**src/hdl/bpq_pkg.sv**
```systemverilog
// ----------------------------------------------------------------------------
// bpq_pkg: shared types and constants of the bounded priority queue
// Sizes, entry and beat layouts, status codes and the controller to
// datapath command and status groups.
// ----------------------------------------------------------------------------
package bpq_pkg;

	// Sizes
	localparam int CAPACITY  = 16;
	localparam int PRIO_BITS = 8;
	localparam int IDX_W     = $clog2(CAPACITY);
	localparam int CNT_W     = $clog2(CAPACITY + 1);

	// Command codes of an input beat
	localparam logic CMD_INSERT = 1'b0;
	localparam logic CMD_DELETE = 1'b1;

	// Status codes of a result beat
	localparam logic [1:0] ST_DONE  = 2'd0;
	localparam logic [1:0] ST_FULL  = 2'd1;
	localparam logic [1:0] ST_EMPTY = 2'd2;

	// Input beat
	typedef struct packed {
		logic               command;
		logic [7:0]         item_priority;
		logic signed [31:0] item_value;
	} item_t;

	// Result beat
	typedef struct packed {
		logic [1:0]         status;
		logic signed [31:0] out_value;
		logic [7:0]         out_priority;
		logic [4:0]         fill_count;
	} result_t;

	// One stored entry
	typedef struct packed {
		logic [PRIO_BITS-1:0] prio;
		logic [31:0]          value;
	} entry_t;

	// Controller commands to the datapath
	typedef struct packed {
		logic insert;      // store item at the tail, report done
		logic full;        // report full
		logic empty;       // report empty
		logic scan_start;  // read slot 0
		logic scan_step;   // compare read slot, read the next one
		logic shift_start; // read slot after the best one
		logic shift_step;  // move read slot down by one, read the next one
		logic finish;      // drop one entry, report the removed one
	} dp_cmd_t;

	// Datapath status to the controller
	typedef struct packed {
		logic is_full;
		logic is_empty;
		logic scan_last;
		logic best_is_last;
		logic shift_last;
	} dp_stat_t;

endpackage

```
**src/hdl/bpq_ctrl.sv**
```systemverilog
// ----------------------------------------------------------------------------
// bpq_ctrl: command sequencer of the bounded priority queue
// Accepts a beat, then steps the datapath through the priority scan and the
// shift that closes the gap left by the removed entry.
// ----------------------------------------------------------------------------
module bpq_ctrl (
	input  logic              clk,
	input  logic              arst_n,
	input  logic              start,
	input  logic              command,
	input  bpq_pkg::dp_stat_t stat,
	output bpq_pkg::dp_cmd_t  cmd,
	output logic              busy
);

	typedef enum logic [3:0] {
		S_IDLE   = 4'b0001,
		S_SCAN   = 4'b0010,
		S_LOCATE = 4'b0100,
		S_SHIFT  = 4'b1000
	} state_t;

	state_t state_q, state_d;

	// Next state and commands
	always_comb begin
		state_d = state_q;
		cmd     = '0;
		unique case (state_q)
			S_IDLE: begin
				if (start) begin
					if (command == bpq_pkg::CMD_INSERT) begin
						if (stat.is_full) cmd.full = 1'b1;
						else              cmd.insert = 1'b1;
					end else if (stat.is_empty) begin
						cmd.empty = 1'b1;
					end else begin
						cmd.scan_start = 1'b1;
						state_d        = S_SCAN;
					end
				end
			end
			S_SCAN: begin
				cmd.scan_step = 1'b1;
				if (stat.scan_last) state_d = S_LOCATE;
			end
			S_LOCATE: begin
				if (stat.best_is_last) begin
					cmd.finish = 1'b1;
					state_d    = S_IDLE;
				end else begin
					cmd.shift_start = 1'b1;
					state_d         = S_SHIFT;
				end
			end
			S_SHIFT: begin
				cmd.shift_step = 1'b1;
				if (stat.shift_last) begin
					cmd.finish = 1'b1;
					state_d    = S_IDLE;
				end
			end
			default: state_d = S_IDLE;
		endcase
	end

	// State register
	always_ff @(posedge clk or negedge arst_n) begin
		if (!arst_n) state_q <= S_IDLE;
		else         state_q <= state_d;
	end

	assign busy = (state_q != S_IDLE);

endmodule

```
**src/hdl/bpq_datapath.sv**
```systemverilog
// ----------------------------------------------------------------------------
// bpq_datapath: entry store, scan and shift registers of the queue
// Entries sit packed in insertion order; one read and one write port.
// Holds the entry count and the result register.
// ----------------------------------------------------------------------------
module bpq_datapath (
	input  logic              clk,
	input  logic              arst_n,
	input  bpq_pkg::item_t    item,
	input  bpq_pkg::dp_cmd_t  cmd,
	output bpq_pkg::dp_stat_t stat,
	output bpq_pkg::result_t  result,
	output logic              done
);

	localparam int IW = bpq_pkg::IDX_W;
	localparam int CW = bpq_pkg::CNT_W;

	// Entry store
	bpq_pkg::entry_t mem [bpq_pkg::CAPACITY];
	bpq_pkg::entry_t rdata_q;
	bpq_pkg::entry_t wdata;
	logic [IW-1:0]   raddr, waddr;
	logic            we;

	// Count, scan and shift registers
	logic [CW-1:0]   count_q;
	logic [IW-1:0]   pend_idx_q;  // slot whose data is in rdata_q during scan
	logic [IW-1:0]   best_idx_q;
	bpq_pkg::entry_t best_q;
	logic [IW-1:0]   wr_idx_q;
	logic [IW-1:0]   last_idx;
	logic            take;

	bpq_pkg::result_t res_q;
	logic             done_q;

	assign last_idx = IW'(count_q - CW'(1));

	// Status to the controller
	assign stat.is_full      = (count_q >= CW'(bpq_pkg::CAPACITY));
	assign stat.is_empty     = (count_q == '0);
	assign stat.scan_last    = (pend_idx_q == last_idx);
	assign stat.best_is_last = (best_idx_q == last_idx);
	assign stat.shift_last   = (IW'({1'b0, wr_idx_q} + (IW+1)'(1)) == last_idx);

	// New best: first slot, or strictly higher priority
	assign take = (pend_idx_q == '0) || (rdata_q.prio > best_q.prio);

	// Read address select
	always_comb begin
		raddr = '0;
		if (cmd.scan_step)   raddr = IW'({1'b0, pend_idx_q} + (IW+1)'(1));
		if (cmd.shift_start) raddr = IW'({1'b0, best_idx_q} + (IW+1)'(1));
		if (cmd.shift_step)  raddr = IW'({1'b0, wr_idx_q} + (IW+1)'(2));
	end

	// Write port select
	always_comb begin
		we    = cmd.insert | cmd.shift_step;
		waddr = wr_idx_q;
		wdata = rdata_q;
		if (cmd.insert) begin
			waddr      = IW'(count_q);
			wdata.prio = bpq_pkg::PRIO_BITS'(item.item_priority);
			wdata.value = item.item_value;
		end
	end

	// Memory
	always_ff @(posedge clk) begin
		if (we) mem[waddr] <= wdata;
		rdata_q <= mem[raddr];
	end

	// Scan and shift bookkeeping
	always_ff @(posedge clk) begin
		if (cmd.scan_start) pend_idx_q <= '0;
		if (cmd.scan_step) begin
			pend_idx_q <= IW'({1'b0, pend_idx_q} + (IW+1)'(1));
			if (take) begin
				best_idx_q <= pend_idx_q;
				best_q     <= rdata_q;
			end
		end
		if (cmd.shift_start) wr_idx_q <= best_idx_q;
		if (cmd.shift_step)  wr_idx_q <= IW'({1'b0, wr_idx_q} + (IW+1)'(1));
	end

	// Entry count
	always_ff @(posedge clk or negedge arst_n) begin
		if (!arst_n) begin
			count_q <= '0;
		end else begin
			if (cmd.insert) count_q <= count_q + CW'(1);
			if (cmd.finish) count_q <= count_q - CW'(1);
		end
	end

	// Result beat
	always_ff @(posedge clk or negedge arst_n) begin
		if (!arst_n) done_q <= 1'b0;
		else         done_q <= cmd.insert | cmd.full | cmd.empty | cmd.finish;
	end

	always_ff @(posedge clk) begin
		if (cmd.insert | cmd.full | cmd.empty | cmd.finish) begin
			res_q.status       <= bpq_pkg::ST_DONE;
			res_q.out_value    <= '0;
			res_q.out_priority <= '0;
			res_q.fill_count   <= 5'(count_q);
			if (cmd.full)   res_q.status <= bpq_pkg::ST_FULL;
			if (cmd.empty)  res_q.status <= bpq_pkg::ST_EMPTY;
			if (cmd.insert) res_q.fill_count <= 5'(count_q + CW'(1));
			if (cmd.finish) begin
				res_q.out_value    <= best_q.value;
				res_q.out_priority <= 8'(best_q.prio);
				res_q.fill_count   <= 5'(count_q - CW'(1));
			end
		end
	end

	assign result = res_q;
	assign done   = done_q;

endmodule

```
**src/hdl/bounded_priority_queue.sv**
```systemverilog
// ----------------------------------------------------------------------------
// bounded_priority_queue: priority queue with highest-priority extraction
// Insert stores a data word with its priority; delete returns the entry of
// highest priority, the earliest one among equals.
//
//   channel  handshake       payload    direction
//   item     start / busy    item_t     in
//   result   done (strobe)   result_t   out
//
// Insert, full and empty beats are handled in the cycle they are taken; the
// result strobe comes on the next cycle. A delete runs a scan over the
// single read port of the entry store, then a shift of the later entries
// down by one slot.
// busy is high from the cycle after a delete is taken until it finishes.
// arst_n clears the count, the done strobe and the controller; the store needs no clearing.
// done is high for one cycle; the receiver cannot stall it.
// ----------------------------------------------------------------------------
module bounded_priority_queue (
	input  logic             clk,
	input  logic             arst_n,
	input  logic             start,
	output logic             busy,
	input  bpq_pkg::item_t   item,
	output logic             done,
	output bpq_pkg::result_t result
);

	bpq_pkg::dp_cmd_t  cmd;
	bpq_pkg::dp_stat_t stat;

	// Sequencer
	bpq_ctrl u_ctrl (
		.clk     (clk),
		.arst_n  (arst_n),
		.start   (start),
		.command (item.command),
		.stat    (stat),
		.cmd     (cmd),
		.busy    (busy)
	);

	// Store and result
	bpq_datapath u_dp (
		.clk    (clk),
		.arst_n (arst_n),
		.item   (item),
		.cmd    (cmd),
		.stat   (stat),
		.result (result),
		.done   (done)
	);

endmodule
```
**config.mk**
```make
export PLATFORM = sky130hd
export DESIGN_NAME = bounded_priority_queue
export DESIGN_NICKNAME = d
export VERILOG_FILES = /design/src/hdl/bpq_pkg.sv /design/src/hdl/bpq_ctrl.sv /design/src/hdl/bpq_datapath.sv /design/src/hdl/bounded_priority_queue.sv
export SDC_FILE = /design/constraint.sdc
export NUM_CORES = 1
export LEC_CHECK = 0
export ABC_AREA = 1
export ABC_CLOCK_PERIOD_IN_PS = 4400
export BUFFER_PORTS_ARGS = -buffer_cell sky130_fd_sc_hd__buf_2
export CORE_MARGIN = 5
export CORE_UTILIZATION = 50
export CTS_BUF_LIST = sky130_fd_sc_hd__clkbuf_4 sky130_fd_sc_hd__clkbuf_8
export DETAILED_ROUTE_END_ITERATION = 6
export PLACE_DENSITY = 0.66
export SLEW_MARGIN = 20
export SYNTH_ARGS = -nofsm -noshare
export SYNTH_HDL_FRONTEND = slang
export SYNTH_SLANG_ARGS = --single-unit
```
**constraint.sdc**
```tcl
create_clock -name clk -period 4.4 [get_ports clk]
set_clock_uncertainty 0.05 [all_clocks]
set_input_delay 0.88 -clock clk [delete_from_list [all_inputs] [get_ports clk]]
set_output_delay 0.88 -clock clk [all_outputs]
set_load 0.05 [all_outputs]
```
==> flow_metrics.tcl, run 1 <==
set metrics [dict create \
    synth_top_area_cell "edfxtp_1" \
    clk_path_buf_depth 3 \
    grt_overflow_total 0 \
    hpwl_um 46500 \
    hold_buffers 1 \
    cts-resized-gates 0 \
    relSlewSlack_pct 32.03 \
    ys_ff_latch 789 \
    cts_num_sinks 789 \
    initial_utilization_pct 50.28 \
    synth_area_um2 33640 \
    vias 22920 \
    core_um2 66920 \
    synth.yosys.seq_area_share_pct 69.09 \
    fin_area_um2 38040 \
    critPathKind "flip-flop to flip-flop" \
    rsz0062_at_grt "no" \
    synthArstFlopShare_pct 1.267 \
    maxCapViolCount 0 \
    netlist.area_leader.share_pct 65.96 \
    cts_made_buffers 132 \
    die_height_um 269.4 \
    layout_common_cells "740 x nand3_1, 739 x edfxtp_1, 687 x nand2_1" \
    power_mw 20.00 \
    antenna_found_initial 2 \
    placedInstanceArea_um2 35400 \
    finalHoldViolCount 0 \
    grt_util_all_layers_pct 22.93 \
    tns_ns 0 \
    max_stage_delay_ns 0.56 \
    die_area_um2 72580 \
    fmax_ghz 0.2688 \
    layout-drive-gt1-share_pct 12.18 \
    synth_cell_type_count 34 \
    post-cts-setup-buffers 0 \
    area_growth_pct 13.07 \
    ant_nets 0 \
    avgSynthCellArea_um2 10.81 \
    ys.warnings.count 0 \
    min_period_over_period_pct 84.54 \
    drc 0 \
    cp_max_fo 34 \
    wirelength_um 84740 \
    end_kind "flip-flop" \
    clk_pin_slew_ns 0.06 \
    grt_pass1_vias 22480 \
    clkLatencyLatePin_ns 0.77 \
    synth_ff_type "edfxtp_1" \
    grt_max_degree 171 \
    crit_chain "inv_1 > nor3_1 > nand4_1 > buf_4 > nand2_1 > nand3_1 > nor2_4 > buf_12" \
    ctsRootBufferMaster "clkbuf_8" \
    leakage_nw 15.75 \
    required_ns 4.81 \
    dieWidth_um 269.4 \
    ios 93 \
    ir_drop_mv 0.2344 \
    grt_pass1_wl_um 129800 \
    io_buffer_count 92 \
    num-fill-cells 5502 \
    gp_congestion 0.8244 \
    crit_slowest_cell "dfstp_2" \
    cts_tree "done" \
    first_pass_iters 6 \
    num-nets-final 3276 \
    synthCells 3111 \
    fin_cells 4198 \
    cts_max_level 4 \
    synth_fp_nets 3170 \
    rows 95 \
    setup_viol 0 \
    dpl.cell_count 3955 \
    synth_edf_count 739 \
    hold_path_class "flip-flop to flip-flop" \
    post_drt_wl_per_cell_um 20.19 \
    final_common_cell "nand3_1" \
    worst_slew_pin_slew_ns 1.016 \
    drt_iter0_markers 2557 \
    finalCriticalPeriod_ns 3.720 \
    vias_per_cell 5.460 \
    utilization_pct 56.85 \
    cp_data_arrival_time_ns 4.13 \
    start_kind "flip-flop" \
    maxSlewViolCount 0 \
    power_density_nw_per_um2 525.6 \
    synth_area_leaders "edfxtp_1 66%, nand3_1 11%, nand2_1 7.7%" \
    outcome "finished clean" \
]
==> per-stage QoR <==
stage | hold WS, ns | setup WS [ns]
after floorplan | 0.3582 | 0.4021
after global placement | 0.3654 | 0.7578
after detailed placement | 0.3695 | 0.6930
after CTS | 0.3362 | 0.7332
after global routing | 0.3800 | 0.4855
final | 0.3832 | 0.6801
==> logic make-up after synthesis <==
group | after synthesis | share of synthesized area [%]
AOI/OAI and AO/OA | 27 | 0.4463
xor gates and xnor gates | 15 | 0.3905
adders and majority gates | 15 | 0.5578
buffers and inverters | 659 | 7.798
DFF | 789 | 69.09
muxes | 1 | 0.02975
and+or+nand+nor | 1605 | 21.69
==> Yosys cell counts, types with 2 or more instances <==
cell / number
inv_2: 5
nor2_1: 79
buf_1: 13
buf_2: 78
buf_4: 14
nand2_1: 690
ha_1: 15
edfxtp_1: 739
nand3b_1: 81
inv_1: 474
a21oi_1: 9
dfxtp_1: 40
nand3_1: 741
clkbuf_1: 74
xor2_1: 14
o21ai_0: 11
nand4_1: 6
dfrtp_1: 9
nor3_1: 2
or2_2: 3
==> area by class of cell <==
| type | instances | area, µm² | share of cell area [%] |
|---|---|---|---|
| timing repair buffer | 151 | 1306 | 3.434 |
| tap | 873 | 1092 | 2.871 |
| multi-input combinational | 1663 | 7961 | 20.93 |
| antenna | 1 | 2.502 | 0.006578 |
| inverter | 480 | 1802 | 4.736 |
| clock buffer | 198 | 2362 | 6.210 |
| sequential | 789 | 23240 | 61.10 |
| clock inverter | 43 | 271.5 | 0.7137 |
==> final timing paths <==
| check | slack (ns) | from | endpoint | cells past startpoint |
|---|---|---|---|---|
| max | 0.68 | u_ctrl.state_q[0]$_DFFE_PN1P_ | u_dp.mem[5][10]$_DFFE_PP_ | 8 |
| min | 0.38 | u_dp.rdata_q[32]$_DFF_P_ | u_dp.best_q[32]$_DFFE_PP_ | 0 |
| max reg2reg | 0.68 | u_ctrl.state_q[0]$_DFFE_PN1P_ | u_dp.mem[5][10]$_DFFE_PP_ | 8 |
| min reg2reg | 0.38 | u_dp.rdata_q[32]$_DFF_P_ | u_dp.best_q[32]$_DFFE_PP_ | 0 |
| max in group asynchronous | 3.57 | arst_n | u_ctrl.state_q[0]$_DFFE_PN1P_ | 2 |
| min in group asynchronous | 0.46 | arst_n | u_ctrl.state_q[1]$_DFFE_PN0P_ | 2 |
==> state kept, by name, summed over array words and instances, names as in the netlist, 4 cells and up <==
register / count
u_dp.result: 47
u_dp.mem: 640
u_dp.count_q: 5
u_dp.best_q: 40
u_dp.rdata_q: 40
u_dp.pend_idx_q: 4
u_dp.wr_idx_q: 4
u_ctrl.state_q: 4
u_dp.best_idx_q: 4
==> report_power, final <==
part | leakage [nW] | switching, mW | total, mW | internal (mW)
sequential | 7.11 | 0.275 | 9.85 | 9.57
combinational | 7.26 | 2.90 | 3.73 | 0.837
clock | 1.38 | 2.86 | 6.42 | 3.55
total | 15.8 | 6.03 | 20.0 | 14.0
==> layer usage <==
layer / vias up / wire, µm / global-route usage (%)
met4: 0 / 1663 / 7.167
met2: 1087 / 39690 / 36.18
li1: 10650 / - / -
met1: 11050 / 35250 / 31.74
met5: - / 0 / 0
met3: 136 / 8145 / 5.752
==> worst max-delay path, delay by kind of cell (launching register included) <==
kind                   cells  cell delay, ns
buffers and inverters      3            0.78
DFF                        1            0.56
and+or+nand+nor            5            2.00
Note: power is estimated with default switching activity, not from simulation.
==> inputs of run 2 (changes only) <==
- ABC_CLOCK_PERIOD_IN_PS: 4400 -> 3500
- clock period: 4.4 -> 3.5 ns (I/O delays scaled with it)
==> run 2 against run 1 <==
Effect of this change:
- sequential share of layout area is 0.39 points lower
- die area unchanged
- maximum frequency grew 15%
- global-route usage is essentially flat
- power is 24% higher
- wire length up 0.32%
- clock power rose by 22%
- worst setup slack got worse by 0.40 ns
- cell count did not move
- sequential power up 25%
- hold slack lost 0.099 ns
- register-to-register slack got worse by 0.40 ns
- highest routed layer unchanged
==> flow_metrics.tcl, run 2 (same netlist as run 1, synthesis figures left out) <==
set metrics [dict create \
    initial_utilization_pct 50.28 \
    rows 95 \
    utilization_pct 57.21 \
    power_mw 24.73 \
    fin_area_um2 38290 \
    clkLatencyLatePin_ns 0.72 \
    layout-drive-gt1-share_pct 12.24 \
    ctsRootBufferMaster "clkbuf_8" \
    io_buffer_count 92 \
    relSlewSlack_pct 40.10 \
    drt_iter0_markers 2547 \
    outcome "finished clean" \
    power_density_nw_per_um2 645.9 \
    min_period_over_period_pct 92.10 \
    critPathKind "flip-flop to flip-flop" \
    wirelength_um 85010 \
    area_growth_pct 13.80 \
    post_drt_wl_per_cell_um 20.25 \
    num-fill-cells 5422 \
    drc 0 \
    dr.max_layer_used "met4" \
    final_common_cell "nand3_1" \
    setup_viol 0 \
    die_area_um2 72580 \
    max_stage_delay_ns 0.46 \
    regMostFlops "u_dp.mem" \
    clk_pin_slew_ns 0.06 \
    cts_max_level 3 \
    finalHoldViolCount 0 \
    largest_reg_flops 640 \
    first_pass_iters 5 \
    start_kind "flip-flop" \
    grt_pass1_wl_um 129500 \
    grt_util_all_layers_pct 22.93 \
    dieWidth_um 269.4 \
    antenna_found_initial 1 \
    dpl.cell_count 3978 \
    placedInstanceArea_um2 35760 \
    cpMostUsedCell "nand2_1" \
    worst_slew_pin_slew_ns 0.8964 \
    required_ns 4.06 \
    num-nets-final 3286 \
    grt_pass1_vias 22020 \
    leakage_nw 15.87 \
    min_path_cells 3 \
    reg2regPathDepth 16 \
    cts_made_buffers 118 \
    cp_data_arrival_time_ns 3.78 \
    maxCapViolCount 0 \
    hold_path_class "input pin to flip-flop" \
    die_height_um 269.4 \
    hold-worst-slack_ns 0.2841 \
    maxSlewViolCount 0 \
    hpwl_um 45030 \
    cts_tree "done" \
    gp_congestion 0.8301 \
    grt_max_degree 128 \
    rsz0062_at_grt "no" \
    clk_path_buf_depth 3 \
    cts_num_sinks 789 \
    vias_per_cell 5.456 \
    core_um2 66920 \
    vias 22910 \
    layout_common_cells "740 x nand3_1, 739 x edfxtp_1, 684 x nand2_1" \
    ir_drop_mv 0.2655 \
    dr_wl_met3_um 7444 \
    crit_chain "inv_2 > ha_1 > xor2_1 > nand2_1 > nor2_1 > nand2_1 > nand2_2 > nand2_1 > nand2_1 > nand2_4 > buf_12 > nand3_1 > nand3_1 > nand3_1 > nand3_1 > nand2_1" \
    grt_overflow_total 0 \
    ant_nets 0 \
    finalCriticalPeriod_ns 3.223 \
    fmax_ghz 0.3102 \
    end_kind "flip-flop" \
    ios 93 \
    wl_met2_um 39890 \
    wl_met1_um 35530 \
    crit_slowest_cell "dfrtp_2" \
    cp_max_fo 110 \
    fin_cells 4198 \
]
[run 2: changes by cell type in the layout (fill, tap and decap cells not counted), sizes merged]
cell	before	now
clkbuf	198	164
buf	150	174
clkinv	29	37
bufinv	2	9
clkinvlp	9	4
[run 2: per-layer routing]
layer | vias to the layer above | GRT usage, %
met5 | - | 0
met4 | 0 | 7.519
met3 | 167 | 3.832
met2 | 1067 | 37.31
met1 | 11010 | 31.90
li1 | 10670 | -
[run 2: repair_timing]
item / 4_1_cts / 5_1_grt
setup buffers: 0 / 1
setup endpoints to repair: 0 / 104
endpoints found under the hold margin: 10 / 0
hold buffers: 1 / 0
gates resized for setup: 0 / 5
[run 2: critical path: cells and delay by family (launching register included)]
| family | cells | cell delay [ns] |
|---|---|---|
| adder cells (fa/ha/maj) | 1 | 0.39 |
| AND/OR/NAND/NOR | 12 | 1.42 |
| flip-flops | 1 | 0.46 |
| XOR/XNOR | 1 | 0.19 |
| buffers and inverters | 2 | 0.50 |
[run 2: final timing paths]
kind	startpoint	end	slack, ns
max	u_dp.count_q[0]$_DFF_PN0_	u_dp.rdata_q[5]$_DFF_P_	0.28
min	item[40]	u_ctrl.state_q[1]$_DFFE_PN0P_	0.28
max reg2reg	u_dp.count_q[0]$_DFF_PN0_	u_dp.rdata_q[5]$_DFF_P_	0.28
min reg2reg	u_dp.rdata_q[5]$_DFF_P_	u_dp.best_q[5]$_DFFE_PP_	0.38
max in group asynchronous	arst_n	u_ctrl.state_q[0]$_DFFE_PN1P_	2.83
min in group asynchronous	arst_n	u_ctrl.state_q[3]$_DFFE_PN0P_	0.32
[run 2: report_power, final]
part	internal, mW	switching [mW]	leakage, nW
Clock	4.36	3.47	1.31
Combinational	1.16	3.40	7.45
Sequential	12.0	0.320	7.11
[run 2: cell type report]
| class | instances | area, µm² | area share, % |
|---|---|---|---|
| diodes | 1 | 2.502 | 0.006536 |
| clock buffers | 164 | 2001 | 5.225 |
| clock inverters | 53 | 495.5 | 1.294 |
| inverters | 480 | 1802 | 4.706 |
| multi-input cells | 1663 | 7969 | 20.81 |
| flip-flops and latches | 789 | 23240 | 60.71 |
| well taps | 873 | 1092 | 2.853 |
| repair buffers | 175 | 1682 | 4.392 |
[run 2: through the flow]
stage | setup TNS (ns) | setup WS [ns]
after floorplan | -237.58 | -0.4979
after global placement | 0 | 0.2290
after detailed placement | 0 | 0.2179
after CTS | 0 | 0.1463
after global routing | 0 | 0.04519
final | 0 | 0.2766
